`src/hdl/rvid_pkg.sv`:
```
// Shared types and encodings for the RV32I instruction decoder.
package rvid_pkg;

	// Major opcode field values (instruction bits 6:0).
	localparam logic [6:0] OPC_LUI    = 7'h37;
	localparam logic [6:0] OPC_AUIPC  = 7'h17;
	localparam logic [6:0] OPC_JAL    = 7'h6f;
	localparam logic [6:0] OPC_JALR   = 7'h67;
	localparam logic [6:0] OPC_BRANCH = 7'h63;
	localparam logic [6:0] OPC_LOAD   = 7'h03;
	localparam logic [6:0] OPC_STORE  = 7'h23;
	localparam logic [6:0] OPC_ALUI   = 7'h13;
	localparam logic [6:0] OPC_ALUR   = 7'h33;
	localparam logic [6:0] OPC_FENCE  = 7'h0f;
	localparam logic [6:0] OPC_SYSTEM = 7'h73;

	// Exact encoding of ecall and the upper-immediate mask.
	localparam logic [31:0] ECALL_WORD = 32'h0000_0073;
	localparam logic [31:0] UIMM_MASK  = 32'hffff_f000;

	// funct7 values used by shifts and sub/sra.
	localparam logic [6:0] F7_BASE = 7'h00;
	localparam logic [6:0] F7_ALT  = 7'h20;

	// funct3 values that need a name.
	localparam logic [2:0] F3_ZERO = 3'd0;
	localparam logic [2:0] F3_SLL  = 3'd1;
	localparam logic [2:0] F3_SLT  = 3'd2;
	localparam logic [2:0] F3_SLTU = 3'd3;
	localparam logic [2:0] F3_XOR  = 3'd4;
	localparam logic [2:0] F3_SR   = 3'd5;
	localparam logic [2:0] F3_OR   = 3'd6;
	localparam logic [2:0] F3_AND  = 3'd7;

	// funct3 slots of branches, loads and stores.
	localparam logic [2:0] F3_BEQ  = 3'd0;
	localparam logic [2:0] F3_BNE  = 3'd1;
	localparam logic [2:0] F3_BLT  = 3'd4;
	localparam logic [2:0] F3_BGE  = 3'd5;
	localparam logic [2:0] F3_BLTU = 3'd6;
	localparam logic [2:0] F3_BGEU = 3'd7;
	localparam logic [2:0] F3_LB   = 3'd0;
	localparam logic [2:0] F3_LH   = 3'd1;
	localparam logic [2:0] F3_LW   = 3'd2;
	localparam logic [2:0] F3_LBU  = 3'd4;
	localparam logic [2:0] F3_LHU  = 3'd5;
	localparam logic [2:0] F3_SB   = 3'd0;
	localparam logic [2:0] F3_SH   = 3'd1;
	localparam logic [2:0] F3_SW   = 3'd2;

	// Operation numbers.
	typedef enum logic [5:0] {
		OP_ILLEGAL = 6'd0,
		OP_LUI, OP_AUIPC, OP_JAL, OP_JALR,
		OP_BEQ, OP_BNE, OP_BLT, OP_BGE, OP_BLTU, OP_BGEU,
		OP_LB, OP_LH, OP_LW, OP_LBU, OP_LHU,
		OP_SB, OP_SH, OP_SW,
		OP_ADDI, OP_SLTI, OP_SLTIU, OP_XORI, OP_ORI, OP_ANDI,
		OP_SLLI, OP_SRLI, OP_SRAI,
		OP_ADD, OP_SLL, OP_SLT, OP_SLTU, OP_XOR, OP_SRL, OP_OR, OP_AND,
		OP_SUB, OP_SRA,
		OP_FENCE, OP_ECALL
	} op_t;

	// Operation classes.
	typedef enum logic [2:0] {
		CLS_ILLEGAL = 3'd0,
		CLS_ALU     = 3'd1,
		CLS_JUMP    = 3'd2,
		CLS_BRANCH  = 3'd3,
		CLS_LOAD    = 3'd4,
		CLS_STORE   = 3'd5,
		CLS_FENCE   = 3'd6,
		CLS_SYSTEM  = 3'd7
	} cls_t;

	// One decoded instruction.
	typedef struct packed {
		op_t                op_code;
		cls_t               op_class;
		logic [4:0]         dest_reg;
		logic [4:0]         src1_reg;
		logic [4:0]         src2_reg;
		logic signed [31:0] immediate;
	} dec_t;

endpackage

```
`src/hdl/rvid_decode.sv`:
```
// Combinational RV32I decode of one instruction word.
module rvid_decode
	import rvid_pkg::*;
(
	input  logic [31:0] instruction,
	output dec_t        dec
);

	logic [6:0]  opc;
	logic [4:0]  rd;
	logic [2:0]  f3;
	logic [4:0]  rs1;
	logic [4:0]  rs2;
	logic [6:0]  f7;
	logic [31:0] imm_i;
	logic [31:0] imm_s;
	logic [31:0] imm_b;
	logic [31:0] imm_j;
	logic [31:0] imm_u;
	logic [31:0] imm_sh;

	// Field extraction and immediate formats.
	always_comb begin
		opc    = instruction[6:0];
		rd     = instruction[11:7];
		f3     = instruction[14:12];
		rs1    = instruction[19:15];
		rs2    = instruction[24:20];
		f7     = instruction[31:25];
		imm_i  = {{20{instruction[31]}}, instruction[31:20]};
		imm_s  = {{20{instruction[31]}}, instruction[31:25], instruction[11:7]};
		imm_b  = {{19{instruction[31]}}, instruction[31], instruction[7],
			instruction[30:25], instruction[11:8], 1'b0};
		imm_j  = {{11{instruction[31]}}, instruction[31], instruction[19:12],
			instruction[20], instruction[30:21], 1'b0};
		imm_u  = instruction & UIMM_MASK;
		imm_sh = {27'd0, rs2};
	end

	// Opcode and function-field decode; anything unrecognized stays all zero.
	always_comb begin
		dec = '0;
		if (instruction[1:0] == 2'b11) begin
			case (opc)
				OPC_LUI: begin
					dec = '{OP_LUI, CLS_ALU, rd, 5'd0, 5'd0, imm_u};
				end
				OPC_AUIPC: begin
					dec = '{OP_AUIPC, CLS_ALU, rd, 5'd0, 5'd0, imm_u};
				end
				OPC_JAL: begin
					dec = '{OP_JAL, CLS_JUMP, rd, 5'd0, 5'd0, imm_j};
				end
				OPC_JALR: begin
					if (f3 == F3_ZERO)
						dec = '{OP_JALR, CLS_JUMP, rd, rs1, 5'd0, imm_i};
				end
				OPC_BRANCH: begin
					case (f3)
						F3_BEQ:  dec = '{OP_BEQ, CLS_BRANCH, 5'd0, rs1, rs2, imm_b};
						F3_BNE:  dec = '{OP_BNE, CLS_BRANCH, 5'd0, rs1, rs2, imm_b};
						F3_BLT:  dec = '{OP_BLT, CLS_BRANCH, 5'd0, rs1, rs2, imm_b};
						F3_BGE:  dec = '{OP_BGE, CLS_BRANCH, 5'd0, rs1, rs2, imm_b};
						F3_BLTU: dec = '{OP_BLTU, CLS_BRANCH, 5'd0, rs1, rs2, imm_b};
						F3_BGEU: dec = '{OP_BGEU, CLS_BRANCH, 5'd0, rs1, rs2, imm_b};
						default: dec = '0;
					endcase
				end
				OPC_LOAD: begin
					case (f3)
						F3_LB:   dec = '{OP_LB, CLS_LOAD, rd, rs1, 5'd0, imm_i};
						F3_LH:   dec = '{OP_LH, CLS_LOAD, rd, rs1, 5'd0, imm_i};
						F3_LW:   dec = '{OP_LW, CLS_LOAD, rd, rs1, 5'd0, imm_i};
						F3_LBU:  dec = '{OP_LBU, CLS_LOAD, rd, rs1, 5'd0, imm_i};
						F3_LHU:  dec = '{OP_LHU, CLS_LOAD, rd, rs1, 5'd0, imm_i};
						default: dec = '0;
					endcase
				end
				OPC_STORE: begin
					case (f3)
						F3_SB:   dec = '{OP_SB, CLS_STORE, 5'd0, rs1, rs2, imm_s};
						F3_SH:   dec = '{OP_SH, CLS_STORE, 5'd0, rs1, rs2, imm_s};
						F3_SW:   dec = '{OP_SW, CLS_STORE, 5'd0, rs1, rs2, imm_s};
						default: dec = '0;
					endcase
				end
				OPC_ALUI: begin
					case (f3)
						F3_ZERO: dec = '{OP_ADDI, CLS_ALU, rd, rs1, 5'd0, imm_i};
						F3_SLT:  dec = '{OP_SLTI, CLS_ALU, rd, rs1, 5'd0, imm_i};
						F3_SLTU: dec = '{OP_SLTIU, CLS_ALU, rd, rs1, 5'd0, imm_i};
						F3_XOR:  dec = '{OP_XORI, CLS_ALU, rd, rs1, 5'd0, imm_i};
						F3_OR:   dec = '{OP_ORI, CLS_ALU, rd, rs1, 5'd0, imm_i};
						F3_AND:  dec = '{OP_ANDI, CLS_ALU, rd, rs1, 5'd0, imm_i};
						F3_SLL: begin
							if (f7 == F7_BASE)
								dec = '{OP_SLLI, CLS_ALU, rd, rs1, 5'd0, imm_sh};
						end
						F3_SR: begin
							if (f7 == F7_BASE)
								dec = '{OP_SRLI, CLS_ALU, rd, rs1, 5'd0, imm_sh};
							else if (f7 == F7_ALT)
								dec = '{OP_SRAI, CLS_ALU, rd, rs1, 5'd0, imm_sh};
						end
						default: dec = '0;
					endcase
				end
				OPC_ALUR: begin
					if (f7 == F7_BASE) begin
						case (f3)
							F3_ZERO: dec = '{OP_ADD, CLS_ALU, rd, rs1, rs2, 32'sd0};
							F3_SLL:  dec = '{OP_SLL, CLS_ALU, rd, rs1, rs2, 32'sd0};
							F3_SLT:  dec = '{OP_SLT, CLS_ALU, rd, rs1, rs2, 32'sd0};
							F3_SLTU: dec = '{OP_SLTU, CLS_ALU, rd, rs1, rs2, 32'sd0};
							F3_XOR:  dec = '{OP_XOR, CLS_ALU, rd, rs1, rs2, 32'sd0};
							F3_SR:   dec = '{OP_SRL, CLS_ALU, rd, rs1, rs2, 32'sd0};
							F3_OR:   dec = '{OP_OR, CLS_ALU, rd, rs1, rs2, 32'sd0};
							F3_AND:  dec = '{OP_AND, CLS_ALU, rd, rs1, rs2, 32'sd0};
							default: dec = '0;
						endcase
					end else if (f7 == F7_ALT && f3 == F3_ZERO) begin
						dec = '{OP_SUB, CLS_ALU, rd, rs1, rs2, 32'sd0};
					end else if (f7 == F7_ALT && f3 == F3_SR) begin
						dec = '{OP_SRA, CLS_ALU, rd, rs1, rs2, 32'sd0};
					end
				end
				OPC_FENCE: begin
					if (f3 == F3_ZERO)
						dec = '{OP_FENCE, CLS_FENCE, 5'd0, 5'd0, 5'd0, 32'sd0};
				end
				OPC_SYSTEM: begin
					if (instruction == ECALL_WORD)
						dec = '{OP_ECALL, CLS_SYSTEM, 5'd0, 5'd0, 5'd0, 32'sd0};
				end
				default: begin
					dec = '0;
				end
			endcase
		end
	end

endmodule

```
`src/hdl/rv32i_instruction_decoder.sv`:
```
// Top level of the RV32I decoder: input register, decode logic, result register.
//
//  Channel | Direction | Handshake              | Payload
//  inst    | in        | inst_valid, inst_stall | instruction, fetch_pc
//  dec     | out       | dec_valid, dec_stall   | pc_out, op_code, op_class, dest_reg,
//          |           |                        | src1_reg, src2_reg, immediate
//
// A transaction can be accepted every cycle while inst_stall is low; it is held first in
// the input register and then in the result register, from which its result is presented
// and taken.
// The decode between the two registers is a single pass of opcode and field logic.
// Reset clears both valid flags; payload registers are not reset.
// While the result register is held by dec_stall, the input register still takes one
// more transaction; inst_stall rises only when both registers are full and held.
module rv32i_instruction_decoder
	import rvid_pkg::*;
(
	input  logic               clk,
	input  logic               arst_n,
	input  logic               inst_valid,
	output logic               inst_stall,
	input  logic [31:0]        instruction,
	input  logic [31:0]        fetch_pc,
	output logic               dec_valid,
	input  logic               dec_stall,
	output logic [31:0]        pc_out,
	output logic [5:0]         op_code,
	output logic [2:0]         op_class,
	output logic [4:0]         dest_reg,
	output logic [4:0]         src1_reg,
	output logic [4:0]         src2_reg,
	output logic signed [31:0] immediate
);

	logic        valid_s1;
	logic [31:0] instr_s1;
	logic [31:0] pc_s1;
	logic        valid_s2;
	logic [31:0] pc_s2;
	dec_t        dec_s2;
	dec_t        dec_comb;
	logic        load_s2;
	logic        accept;

	// Stage flow control.
	assign load_s2    = !valid_s2 || !dec_stall;
	assign inst_stall = valid_s1 && !load_s2;
	assign accept     = inst_valid && !inst_stall;

	// Valid flags of both stages.
	always_ff @(posedge clk or negedge arst_n) begin
		if (!arst_n) begin
			valid_s1 <= 1'b0;
			valid_s2 <= 1'b0;
		end else begin
			if (accept)
				valid_s1 <= 1'b1;
			else if (load_s2)
				valid_s1 <= 1'b0;
			if (load_s2)
				valid_s2 <= valid_s1;
		end
	end

	// Input register.
	always_ff @(posedge clk) begin
		if (accept) begin
			instr_s1 <= instruction;
			pc_s1    <= fetch_pc;
		end
	end

	rvid_decode u_decode (
		.instruction (instr_s1),
		.dec         (dec_comb)
	);

	// Result register.
	always_ff @(posedge clk) begin
		if (load_s2 && valid_s1) begin
			dec_s2 <= dec_comb;
			pc_s2  <= pc_s1;
		end
	end

	// Result outputs.
	assign dec_valid = valid_s2;
	assign pc_out    = pc_s2;
	assign op_code   = dec_s2.op_code;
	assign op_class  = dec_s2.op_class;
	assign dest_reg  = dec_s2.dest_reg;
	assign src1_reg  = dec_s2.src1_reg;
	assign src2_reg  = dec_s2.src2_reg;
	assign immediate = dec_s2.immediate;

endmodule

```
`config.mk`:
```
export PLATFORM = sky130hd
export DESIGN_NAME = rv32i_instruction_decoder
export DESIGN_NICKNAME = d
export VERILOG_FILES = /design/src/hdl/rvid_pkg.sv /design/src/hdl/rvid_decode.sv /design/src/hdl/rv32i_instruction_decoder.sv
export SDC_FILE = /design/constraint.sdc
export NUM_CORES = 1
export LEC_CHECK = 0
export BUFFER_PORTS_ARGS = -buffer_cell sky130_fd_sc_hd__buf_4
export CORE_MARGIN = 4
export CORE_UTILIZATION = 55
export CTS_BUF_LIST = sky130_fd_sc_hd__clkbuf_8
export DETAILED_ROUTE_END_ITERATION = 6
export PLACE_DENSITY = 0.83
export SLEW_MARGIN = 40
export SYNTH_ARGS = -nofsm -noshare
export SYNTH_HDL_FRONTEND = slang
export SYNTH_SLANG_ARGS = --single-unit
```
`constraint.sdc`:
```
create_clock -name clk -period 8.6 [get_ports clk]
set_input_delay 0.86 -clock clk [delete_from_list [all_inputs] [get_ports clk]]
set_output_delay 0.86 -clock clk [all_outputs]
set_load 0.02 [all_outputs]
```
==> implementation parameters, run 1 <==
Parameter                              Value

Power
  Net load switching power ... 415 uW
  Clock network power share ... 32.4%
  Sw Share ... 25.9%
  Leakage power total ... 0.00320 uW
  Internal power of the cells ... 1190 uW
  Total power density per cell area ... 206 mW/mm2
  IR Drop Worst-Case VDD ... 0.151 mV
  Share of power burned in registers ... 56.9%
  Combinational Power Share ... 10.7%

Timing
  Part of the cycle the worst path needs ... 30.4%
  Final hold slack ... 189 ps
  Final clock skew ... 8.56 ps
  Period minus WS final ... 2620 ps
  Highest attainable clock frequency ... 382 MHz
  Final Setup Violations ... 0
  Slew margin rel. ... 52.6%
  Count of final max-slew check failures ... 0
  Endpoints failing hold ... 0
  Transition time of the tightest slew-check pin ... 705 ps
  Setup repair after global routing missed its margin ... false
  Setup TNS ... 0 ps

Logic synthesis
  Number of flops mapped to enable cells by yosys ... 152
  Synthesized area per cell ... 15.9 um2
  Async SR Flop Fraction ... 1.30%
  Synthesized netlist net count ... 453
  Fraction of the yosys area taken by sequential cells ... 75.5%
  Cells after synthesis ... 385
  Synthesis warning total ... 0
  Synthesized cell area ... 0.00611 mm2
  Synth Register Bits ... 154
  Flip-flop cell with the highest count after synthesis ... edfxtp_1
  Post-synthesis cell type count ... 63

Route
  Residual antenna-violating net count after detailed routing ... 0
  Drt first-iter violations ... 305
  Detailed-route wire length ... 14,500 um
  Number of remaining DRC errors ... 0
  First drt pass iteration count ... 5
  Average wire per standard cell ... 20.7 um
  Vias after detailed routing ... 3,991
  Ratio of routed vias to standard cells ... 5.69

CTS
  TritonCTS clock tree ... yes
  Cts bufs inserted ... 17
  Buffer depth of the longest clock path ... 2
  Clock transition time at the flip-flop clock pins of the worst setup and hold paths ... 90 ps
  Post-CTS sizing ... 0
  Clock sinks ... 154
  Cell at the root of the clock tree ... clkbuf_8
  Number of buffers inserted by hold repair at cts ... 0
  Worst skew pair latency ... 440 ps
  CTS H-tree depth ... 4
  Setup fix buffers added after clock tree synthesis ... 0

Critical path
  Worst Path Max Fanout ... 12
  Worst Setup End Kind ... register
  Cell class contributing the biggest share of worst-path delay ... simple AND/OR/NAND/NOR gates
  Longest individual stage delay on the worst path ... 580 ps
  Chain of cells forming the critical path ... nand4bb_1 -> nor2_1 -> a32oi_1 -> nor2b_2 -> a21o_1
  CP max stage cell ... edfxtp_1
  Data required, critical path ... 8900 ps
  Type of the setup path with the least slack ... register to register
  Critical path buffers and inverters ... 0
  Arr. time, crit path ... 2920 ps
  CP startpoint kind ... register

GRT
  Global-route wire length before repair ... 22,400 um
  Grt ovf ... 0
  GRT Resource Usage Total ... 23.4%
  Number of global-route vias before repair ... 4,041
  Antenna violations before repair ... 0
  Maximum number of pins on one net before global-route repair ... 73

Floorplanning
  I/O pins ... 158
  Area of the core region ... 0.0108 mm2
  Die area ... 0.0129 mm2
  Standard-cell rows ... 38
  Die boundary width ... 113 um
  Die boundary height ... 113 um
  Initial Utilization ... 56.4%

Min path
  Hold Crit Class ... input pin to asynchronous set/reset pin

Layout
  Post-layout utilization of the core ... 71.9%
  Final cell area excluding filler cells ... 0.00779 mm2
  Final-stage net count ... 616
  Commonest cells after routing, fill and taps aside ... buf_4 (158), edfxtp_1 (152), a21o_1 (22), nor2_1 (17), clkbuf_8 (17)
  Layout cells sized above 1 ... 37.6%
  Most common cell after layout, fill and taps aside ... buf_4
  Antenna Cells ... 0
  Layout area overhead ... 27.5%

Place
  Routability-driven placement congestion ratio ... 0.909
  Port Buffers ... 157
  Area of placed instances ... 0.00740 mm2
  Detailed placement HPWL ... 10,300 um

Outcome
  Result of the run ... complete, no violations

Run
  Max Cap Violations ... 0
## per-layer routing
| layer | up-vias | share of wire (%) | global-route usage, % |
|---|---|---|---|
| met1 | 1918 | 38 | 30.0 |
| met2 | 225 | 50 | 38.3 |
| met3 | 26 | 9.8 | 7.64 |
| met4 | 0 | 2.0 | 7.53 |
| li1 | 1822 | - | - |
| met5 | - | 0 | 0 |
## power by group through the flow
stage | Combinational [uW] | Sequential [uW] | Clock (uW)
after global placement | 162 | 932 | 0
after global routing | 183 | 919 | 568
final | 171 | 913 | 520
after floorplan | 54.1 | 964 | 0
after CTS | 170 | 915 | 528
after detailed placement | 170 | 931 | 0
## worst paths after layout
| path | from | cells past startpoint | slack, ps | to |
|---|---|---|---|---|
| min in group clk | pc_s1[13] | 0 | 420 | pc_out[13] |
| max in group asynchronous | arst_n | 1 | 8330 | dec_valid |
| hold reg to reg | pc_s1[13] | 0 | 420 | pc_out[13] |
| setup / recovery | instr_s1[2] | 5 | 5980 | immediate[28] |
| setup reg to reg | instr_s1[2] | 5 | 5980 | immediate[28] |
| hold / removal | arst_n | 1 | 190 | valid_s1 |
## synthesized netlist by cell type (2+ instances only)
cell	number	area, um2
nand2b_1	5	31.3
buf_6	6	67.6
nand4b_1	2	17.5
inv_1	8	30.0
nor3_1	3	15.0
nor3_2	4	40.0
xor2_1	2	17.5
a21o_1	22	165
nor4_1	5	31.3
nand4_1	6	37.5
o21a_1	3	22.5
and4_1	2	17.5
nand3b_1	4	30.0
clkbuf_1	5	18.8
and2_1	2	12.5
nor2b_1	15	93.8
or4_1	2	15.0
and3_1	8	50.1
a211oi_1	5	37.5
o21ai_2	2	17.5
o21ai_0	13	65.1
a21boi_2	2	22.5
nand2_1	16	60.1
nand3_1	12	60.1
and2b_1	4	30.0
a22oi_1	2	15.0
o41ai_1	2	17.5
a21oi_1	9	45.0
and3b_1	4	35.0
dfrtp_1	2	50.1
o2111ai_1	3	26.3
edfxtp_1	152	4560
o31ai_1	2	15.0
nor2_1	18	67.6
buf_2	5	25.0
## stage by stage
step           setup WS (ps)  power, uW  std cells
2_1_floorplan            715       1020        385
3_3_place_gp            5930       1090        665
3_5_place_dp            5870       1100        668
4_1_cts                 5880       1610        700
5_1_grt                 5860       1670        701
6_report                5980       1600        701
## kinds of logic after synthesis
kind of cell              Yosys count  synth area share (%)
buffers and inverters              27                  2.58
DFF                               154                  75.5
xor gates and xnor gates            3                 0.430
and+or+nand+nor                   121                  11.9
muxes                               1                 0.164
AOI/OAI and AO/OA                  79                  9.48
## final cells by class
type / instances / area (um2)
sequential: 154 / 4610
tap: 140 / 175
timing repair buffer: 163 / 1240
fill: 755 / 3050
clock inverter: 15 / 143
multi-input combinational: 204 / 1360
inverter: 8 / 30.0
clock buffer: 17 / 234
(Power assumes the default switching activity.)
==> run 2, diff against run 1 <==
--- a/config.mk
+++ b/config.mk
@@ -7,10 +7,10 @@
 export LEC_CHECK = 0
 export BUFFER_PORTS_ARGS = -buffer_cell sky130_fd_sc_hd__buf_4
 export CORE_MARGIN = 4
-export CORE_UTILIZATION = 55
+export CORE_UTILIZATION = 49
 export CTS_BUF_LIST = sky130_fd_sc_hd__clkbuf_8
 export DETAILED_ROUTE_END_ITERATION = 6
-export PLACE_DENSITY = 0.83
+export PLACE_DENSITY = 0.78
 export SLEW_MARGIN = 40
 export SYNTH_ARGS = -nofsm -noshare
 export SYNTH_HDL_FRONTEND = slang
==> constraint.sdc (replaced) <==
create_clock -name clk -period 2.1 [get_ports clk]
set_input_delay 0.21 -clock clk [delete_from_list [all_inputs] [get_ports clk]]
set_output_delay 0.21 -clock clk [all_outputs]
set_load 0.02 [all_outputs]
==> implementation parameters, run 2 (synthesis results as in run 1) <==
Parameter                              Value

CTS
  Cell at the root of the clock tree ... clkbuf_8 (unchanged)
  Worst skew pair latency ... 440 ps (about the same)
  CTS H-tree depth ... 4 (unchanged)
  Cts bufs inserted ... 17 (unchanged)
  Clock transition time at the flip-flop clock pins of the worst setup and hold paths ... 80 ps (was 90 ps)
  Buffer depth of the longest clock path ... 2 (unchanged)
  TritonCTS clock tree ... yes (unchanged)
  Clock sinks ... 154 (unchanged)

Critical path
  Worst Setup End Kind ... register (unchanged)
  Arr. time, crit path ... 2210 ps (was 2920 ps)
  Type of the setup path with the least slack ... register to register (unchanged)
  Data required, critical path ... 2300 ps (was 8900 ps)
  Worst Path Max Fanout ... 9 (was 12)
  CP startpoint kind ... register (unchanged)
  Longest individual stage delay on the worst path ... 540 ps (was 580 ps)
  CP max stage cell ... edfxtp_1 (unchanged)
  Chain of cells forming the critical path ... buf_4 -> xor2_1 -> o21a_1 -> o21ai_2 -> a211oi_2 -> and3b_1 (was nand4bb_1 -> nor2_1 -> a32oi_1 -> nor2b_2 -> a21o_1)

Power
  Total power density per cell area ... 795 mW/mm2 (was 206 mW/mm2)
  Leakage power total ... 0.00379 uW (was 0.00320 uW)
  IR Drop Worst-Case VDD ... 0.820 mV (was 0.151 mV)

GRT
  GRT Resource Usage Total ... 23.3% (was 23.4%)
  Number of global-route vias before repair ... 4,698 (was 4,041)
  Global-route wire length before repair ... 25,400 um (was 22,400 um)
  Maximum number of pins on one net before global-route repair ... 37 (was 73)
  Antenna violations before repair ... 0 (unchanged)
  Grt ovf ... 0 (unchanged)

Floorplanning
  Standard-cell rows ... 40 (was 38)
  Initial Utilization ... 50.5% (was 56.4%)
  Area of the core region ... 0.0121 mm2 (was 0.0108 mm2)
  Die area ... 0.0143 mm2 (was 0.0129 mm2)
  I/O pins ... 158 (unchanged)
  Die boundary height ... 120 um (was 113 um)
  Die boundary width ... 120 um (was 113 um)

Min path
  Hold Crit Class ... input pin to register (was input pin to asynchronous set/reset pin)

Route
  Drt first-iter violations ... 313 (was 305)
  First drt pass iteration count ... 5 (unchanged)
  Vias after detailed routing ... 4,451 (was 3,991)
  Residual antenna-violating net count after detailed routing ... 0 (unchanged)
  Detailed-route wire length ... 16,200 um (was 14,500 um)
  Ratio of routed vias to standard cells ... 5.27 (was 5.69)
  Average wire per standard cell ... 19.2 um (was 20.7 um)
  Number of remaining DRC errors ... 0 (unchanged)

Layout
  Most common cell after layout, fill and taps aside ... buf_4 (unchanged)
  Layout area overhead ... 47.1% (was 27.5%)
  Post-layout utilization of the core ... 74.3% (was 71.9%)
  Commonest cells after routing, fill and taps aside ... buf_4 (208), edfxtp_1 (152), dlygate4sd3_1 (66), a21o_1 (22) (was buf_4 (158), edfxtp_1 (152), a21o_1 (22), nor2_1 (17), clkbuf_8 (17))
  Antenna Cells ... 0 (unchanged)
  Layout cells sized above 1 ... 38.3% (was 37.6%)
  Final non-filler cell total ... 845 (was 701)
  Final-stage net count ... 732 (was 616)

Timing
  Transition time of the tightest slew-check pin ... 564 ps (was 705 ps)
  Final worst setup slack ... 84.5 ps (was 5980 ps)
  Part of the cycle the worst path needs ... 96.0% (was 30.4%)
  Count of final max-slew check failures ... 0 (unchanged)
  Slew margin rel. ... 62.3% (was 52.6%)
  Setup TNS ... 0 ps (unchanged)
  Setup repair after global routing missed its margin ... false (unchanged)
  Final hold slack ... 47.7 ps (was 189 ps)
  Period minus WS final ... 2020 ps (was 2620 ps)
  Final clock skew ... 11.8 ps (was 8.56 ps)
  Endpoints failing hold ... 0 (unchanged)
  Final Setup Violations ... 0 (unchanged)
  Highest attainable clock frequency ... 496 MHz (was 382 MHz)

Place
  Number of cells after detailed placement ... 744 (was 668)
  Port Buffers ... 157 (unchanged)
  Setup Slack @ Placement ... 11.5 ps (was 5870 ps)
  Detailed placement HPWL ... 10,700 um (was 10,300 um)
  Routability-driven placement congestion ratio ... 0.894 (was 0.909)

Run
  Max Cap Violations ... 0 (unchanged)

Outcome
  Result of the run ... complete, no violations (unchanged)
run 2: critical path: cells and delay by family, from the launching register on:
| kind | cells | cell delay, ps |
|---|---|---|
| buffers and inverters | 1 | 200 |
| DFF | 1 | 540 |
| and+or+nand+nor | 1 | 220 |
| AOI/OAI and AO/OA | 3 | 670 |
| xor gates and xnor gates | 1 | 140 |
run 2: cell type report:
cell class	instances	area [um2]
clock buffers	18	248
fillers	739	3120
inverters	8	30.0
repair buffers	279	2320
multi-input cells	204	1360
well taps	168	210
clock inverters	14	205
flip-flops and latches	154	4620
run 2: final timing paths:
path,start,endpoint,slack [ps],depth (start not counted)
hold / removal,dec_stall,dec_valid,50,2
hold reg to reg,pc_s1[15],pc_out[15],420,0
max in group asynchronous,arst_n,dec_valid,1880,2
setup / recovery,instr_s1[12],src1_reg[2],80,6
setup reg to reg,instr_s1[12],src1_reg[2],80,6
min in group asynchronous,arst_n,valid_s1,110,2
run 2: power by group:
part           switching, uW  internal (uW)
Combinational            486            447
Clock                   1070           1430
Sequential              96.3           3620
Total                   1650           5500
run 2: what timing repair did:
action	in CTS	in global routing
hold endpoints to repair	67	0
buffers inserted	2	1
gates resized for setup	1	1
endpoints found under the setup margin	7	12
hold buffers	66	0
run 2: stage by stage:
step                      power, uW  cell area (um2)
final                          7150             8990
after global routing           7400             8990
after CTS                      7170             8980
after detailed placement       4590             7850
after global placement         4570             7850
after floorplan                4140             6130
run 2: per-layer routing:
layer	wire length (um)	GRT usage (%)	vias to the layer above
li1	-	-	2056
met1	6120	27.8	2143
met2	8230	39.4	225
met3	1560	8.48	27
met4	313	7.23	0
met5	0	0	-
==> run 3, diff against run 2 <==
--- a/config.mk
+++ b/config.mk
@@ -6,6 +6,7 @@
 export NUM_CORES = 1
 export LEC_CHECK = 0
 export BUFFER_PORTS_ARGS = -buffer_cell sky130_fd_sc_hd__buf_4
+export CAP_MARGIN = 30
 export CORE_MARGIN = 4
 export CORE_UTILIZATION = 49
 export CTS_BUF_LIST = sky130_fd_sc_hd__clkbuf_8
==> constraint.sdc (replaced) <==
create_clock -name clk -period 1.7 [get_ports clk]
set_input_delay 0.34 -clock clk [delete_from_list [all_inputs] [get_ports clk]]
set_output_delay 0.34 -clock clk [all_outputs]
set_load 0.02 [all_outputs]
==> implementation parameters, run 3 (synthesis results as in run 1) <==
Parameter                              Value

Route
  Number of remaining DRC errors ... 0 (unchanged)
  First drt pass iteration count ... 4 (was 5)
  Average wire per standard cell ... 19.2 um (about the same)
  Detailed-route wire length ... 16,200 um (about the same)
  Vias after detailed routing ... 4,505 (was 4,451)
  Ratio of routed vias to standard cells ... 5.34 (was 5.27)
  Drt first-iter violations ... 275 (was 313)
  Residual antenna-violating net count after detailed routing ... 0 (unchanged)

Floorplanning
  Initial Utilization ... 50.5% (unchanged)
  Standard-cell rows ... 40 (unchanged)
  I/O pins ... 158 (unchanged)
  Die boundary height ... 120 um (unchanged)
  Area of the core region ... 0.0121 mm2 (unchanged)
  Die area ... 0.0143 mm2 (unchanged)
  Die boundary width ... 120 um (unchanged)

Layout
  Antenna Cells ... 0 (unchanged)
  Commonest cells after routing, fill and taps aside ... buf_4 (235), edfxtp_1 (152), buf_6 (33), a21o_1 (22), clkbuf_8 (17) (was buf_4 (208), edfxtp_1 (152), dlygate4sd3_1 (66), a21o_1 (22))
  Final cell area excluding filler cells ... 0.00932 mm2 (was 0.00899 mm2)
  Area of the multi-input gates ... 0.00177 mm2 (was 0.00136 mm2)
  Post-layout utilization of the core ... 77.0% (was 74.3%)
  Layout cells sized above 1 ... 56.0% (was 38.3%)
  Most common cell after layout, fill and taps aside ... buf_4 (unchanged)
  Layout area overhead ... 52.5% (was 47.1%)
  Number of fillers in the final layout ... 732 (was 739)
  Sequential cell area ... 0.00462 mm2 (unchanged)
  Final-stage net count ... 730 (was 732)

Critical path
  Data required, critical path ... 2010 ps (was 2300 ps)
  Worst Path Max Fanout ... 5 (was 9)
  Launching instance or port of the critical path ... instr_s1[27] (was instr_s1[12])
  CP startpoint kind ... register (unchanged)
  Arr. time, crit path ... 2240 ps (was 2210 ps)
  Type of the setup path with the least slack ... register to register (unchanged)
  Launch instance of the worst register-to-register path ... instr_s1[27] (was instr_s1[12])
  Worst Setup End Kind ... register (unchanged)

Place
  Detailed placement HPWL ... 11,300 um (was 10,700 um)
  Port Buffers ... 157 (unchanged)
  Setup Slack @ Placement ... -254 ps (was 11.5 ps)
  Routability-driven placement congestion ratio ... 0.898 (was 0.894)
  Area of placed instances ... 0.00819 mm2 (was 0.00785 mm2)

Power
  Leakage power total ... 0.00390 uW (was 0.00379 uW)
  Total power density per cell area ... 928 mW/mm2 (was 795 mW/mm2)
  IR Drop Worst-Case VDD ... 0.844 mV (was 0.820 mV)
  Power after layout ... 8650 uW (was 7150 uW)

Timing
  Final worst setup slack ... -223 ps (was 84.5 ps)
  Part of the cycle the worst path needs ... 113% (was 96.0%)
  Final Setup Violations ... 53 (was 0)
  Transition time of the tightest slew-check pin ... 403 ps (was 564 ps)
  Final clock skew ... 10.8 ps (was 11.8 ps)
  Period minus WS final ... 1920 ps (was 2020 ps)
  Highest attainable clock frequency ... 520 MHz (was 496 MHz)
  Setup repair after global routing missed its margin ... true (was false)
  Slew margin rel. ... 72.8% (was 62.3%)
  Count of final max-slew check failures ... 0 (unchanged)
  Endpoints failing hold ... 0 (unchanged)

Outcome
  Violations in the final reports ... negative setup slack
  Result of the run ... complete, but fails checks (was complete, no violations)

CTS
  Buffer depth of the longest clock path ... 2 (unchanged)
  CTS H-tree depth ... 4 (unchanged)
  Worst skew pair latency ... 450 ps (was 440 ps)
  Cts bufs inserted ... 17 (unchanged)
  TritonCTS clock tree ... yes (unchanged)
  Clock sinks ... 154 (unchanged)
  Cell at the root of the clock tree ... clkbuf_8 (unchanged)
  Clock transition time at the flip-flop clock pins of the worst setup and hold paths ... 90 ps (was 80 ps)

Run
  Max Cap Violations ... 0 (unchanged)

GRT
  Number of global-route vias before repair ... 4,642 (was 4,698)
  Grt ovf ... 0 (unchanged)
  Antenna violations before repair ... 0 (unchanged)
  Global-route wire length before repair ... 24,900 um (was 25,400 um)
  GRT Resource Usage Total ... 22.8% (was 23.3%)
  Maximum number of pins on one net before global-route repair ... 48 (was 37)

Min path
  Startpoint of the lowest-slack hold path ... fetch_pc[19] (was dec_stall)
  Hold Crit Class ... input pin to register (unchanged)
==> run 3: final cells by class <==
class / instances / area share (%)
repair buffers: 276 / 24.4
multi-input cells: 205 / 19.0
clock buffers: 17 / 2.51
inverters: 8 / 0.403
flip-flops and latches: 154 / 49.5
well taps: 168 / 2.26
clock inverters: 15 / 1.91
==> run 3: path summary, 6_finish.rpt <==
path / to / slack (ps) / cells after the start
hold / removal: pc_s1[19] / 60 / 1
min in group asynchronous: dec_valid / 190 / 2
setup reg to reg: op_code[1] / -220 / 5
hold reg to reg: pc_out[2] / 420 / 0
setup / recovery: op_code[1] / -220 / 5
max in group asynchronous: dec_valid / 1410 / 2
==> run 3: per-stage QoR <==
stage	TNS, ps	hold slack [ps]	cells
CTS	-3650	22.4	838
detailed placement	-6290	124	781
global route	-9540	11.2	843
floorplan	-61330	44.4	385
finish	-5360	55.2	843
global placement	-5390	122	781
==> run 3: per-layer routing <==
layer	GRT usage (%)	vias to the layer above	part of all wire, %
met3	8.29	31	8.7
met1	26.7	2185	38
met2	39.3	224	52
li1	-	2065	-
met4	7.44	0	2.1
met5	0	-	0
==> run 3: where the power goes <==
group	internal, uW	switching (uW)	total [uW]	leakage (uW)
Combinational	599	668	1270	0.00219
Sequential	4470	102	4570	0.00151
Clock	1350	1460	2820	0.000205
Total	6420	2230	8650	0.00390
==> run 3: worst max-delay path, cell delays in order (launching register included) <==
cell	delay, ps
edfxtp_1	440
or4_4	650
nor3_4	160
a21oi_2	40
or4_1	400
nand4b_1	120
==> run 3: timing repair <==
item	CTS	global route
gates resized for setup	72	41
cloned	2	1
hold buffers	1	0
pin swaps	24	31
setup buffers	26	5
endpoints found under the hold margin	2	0
endpoints found under the setup margin	50	54
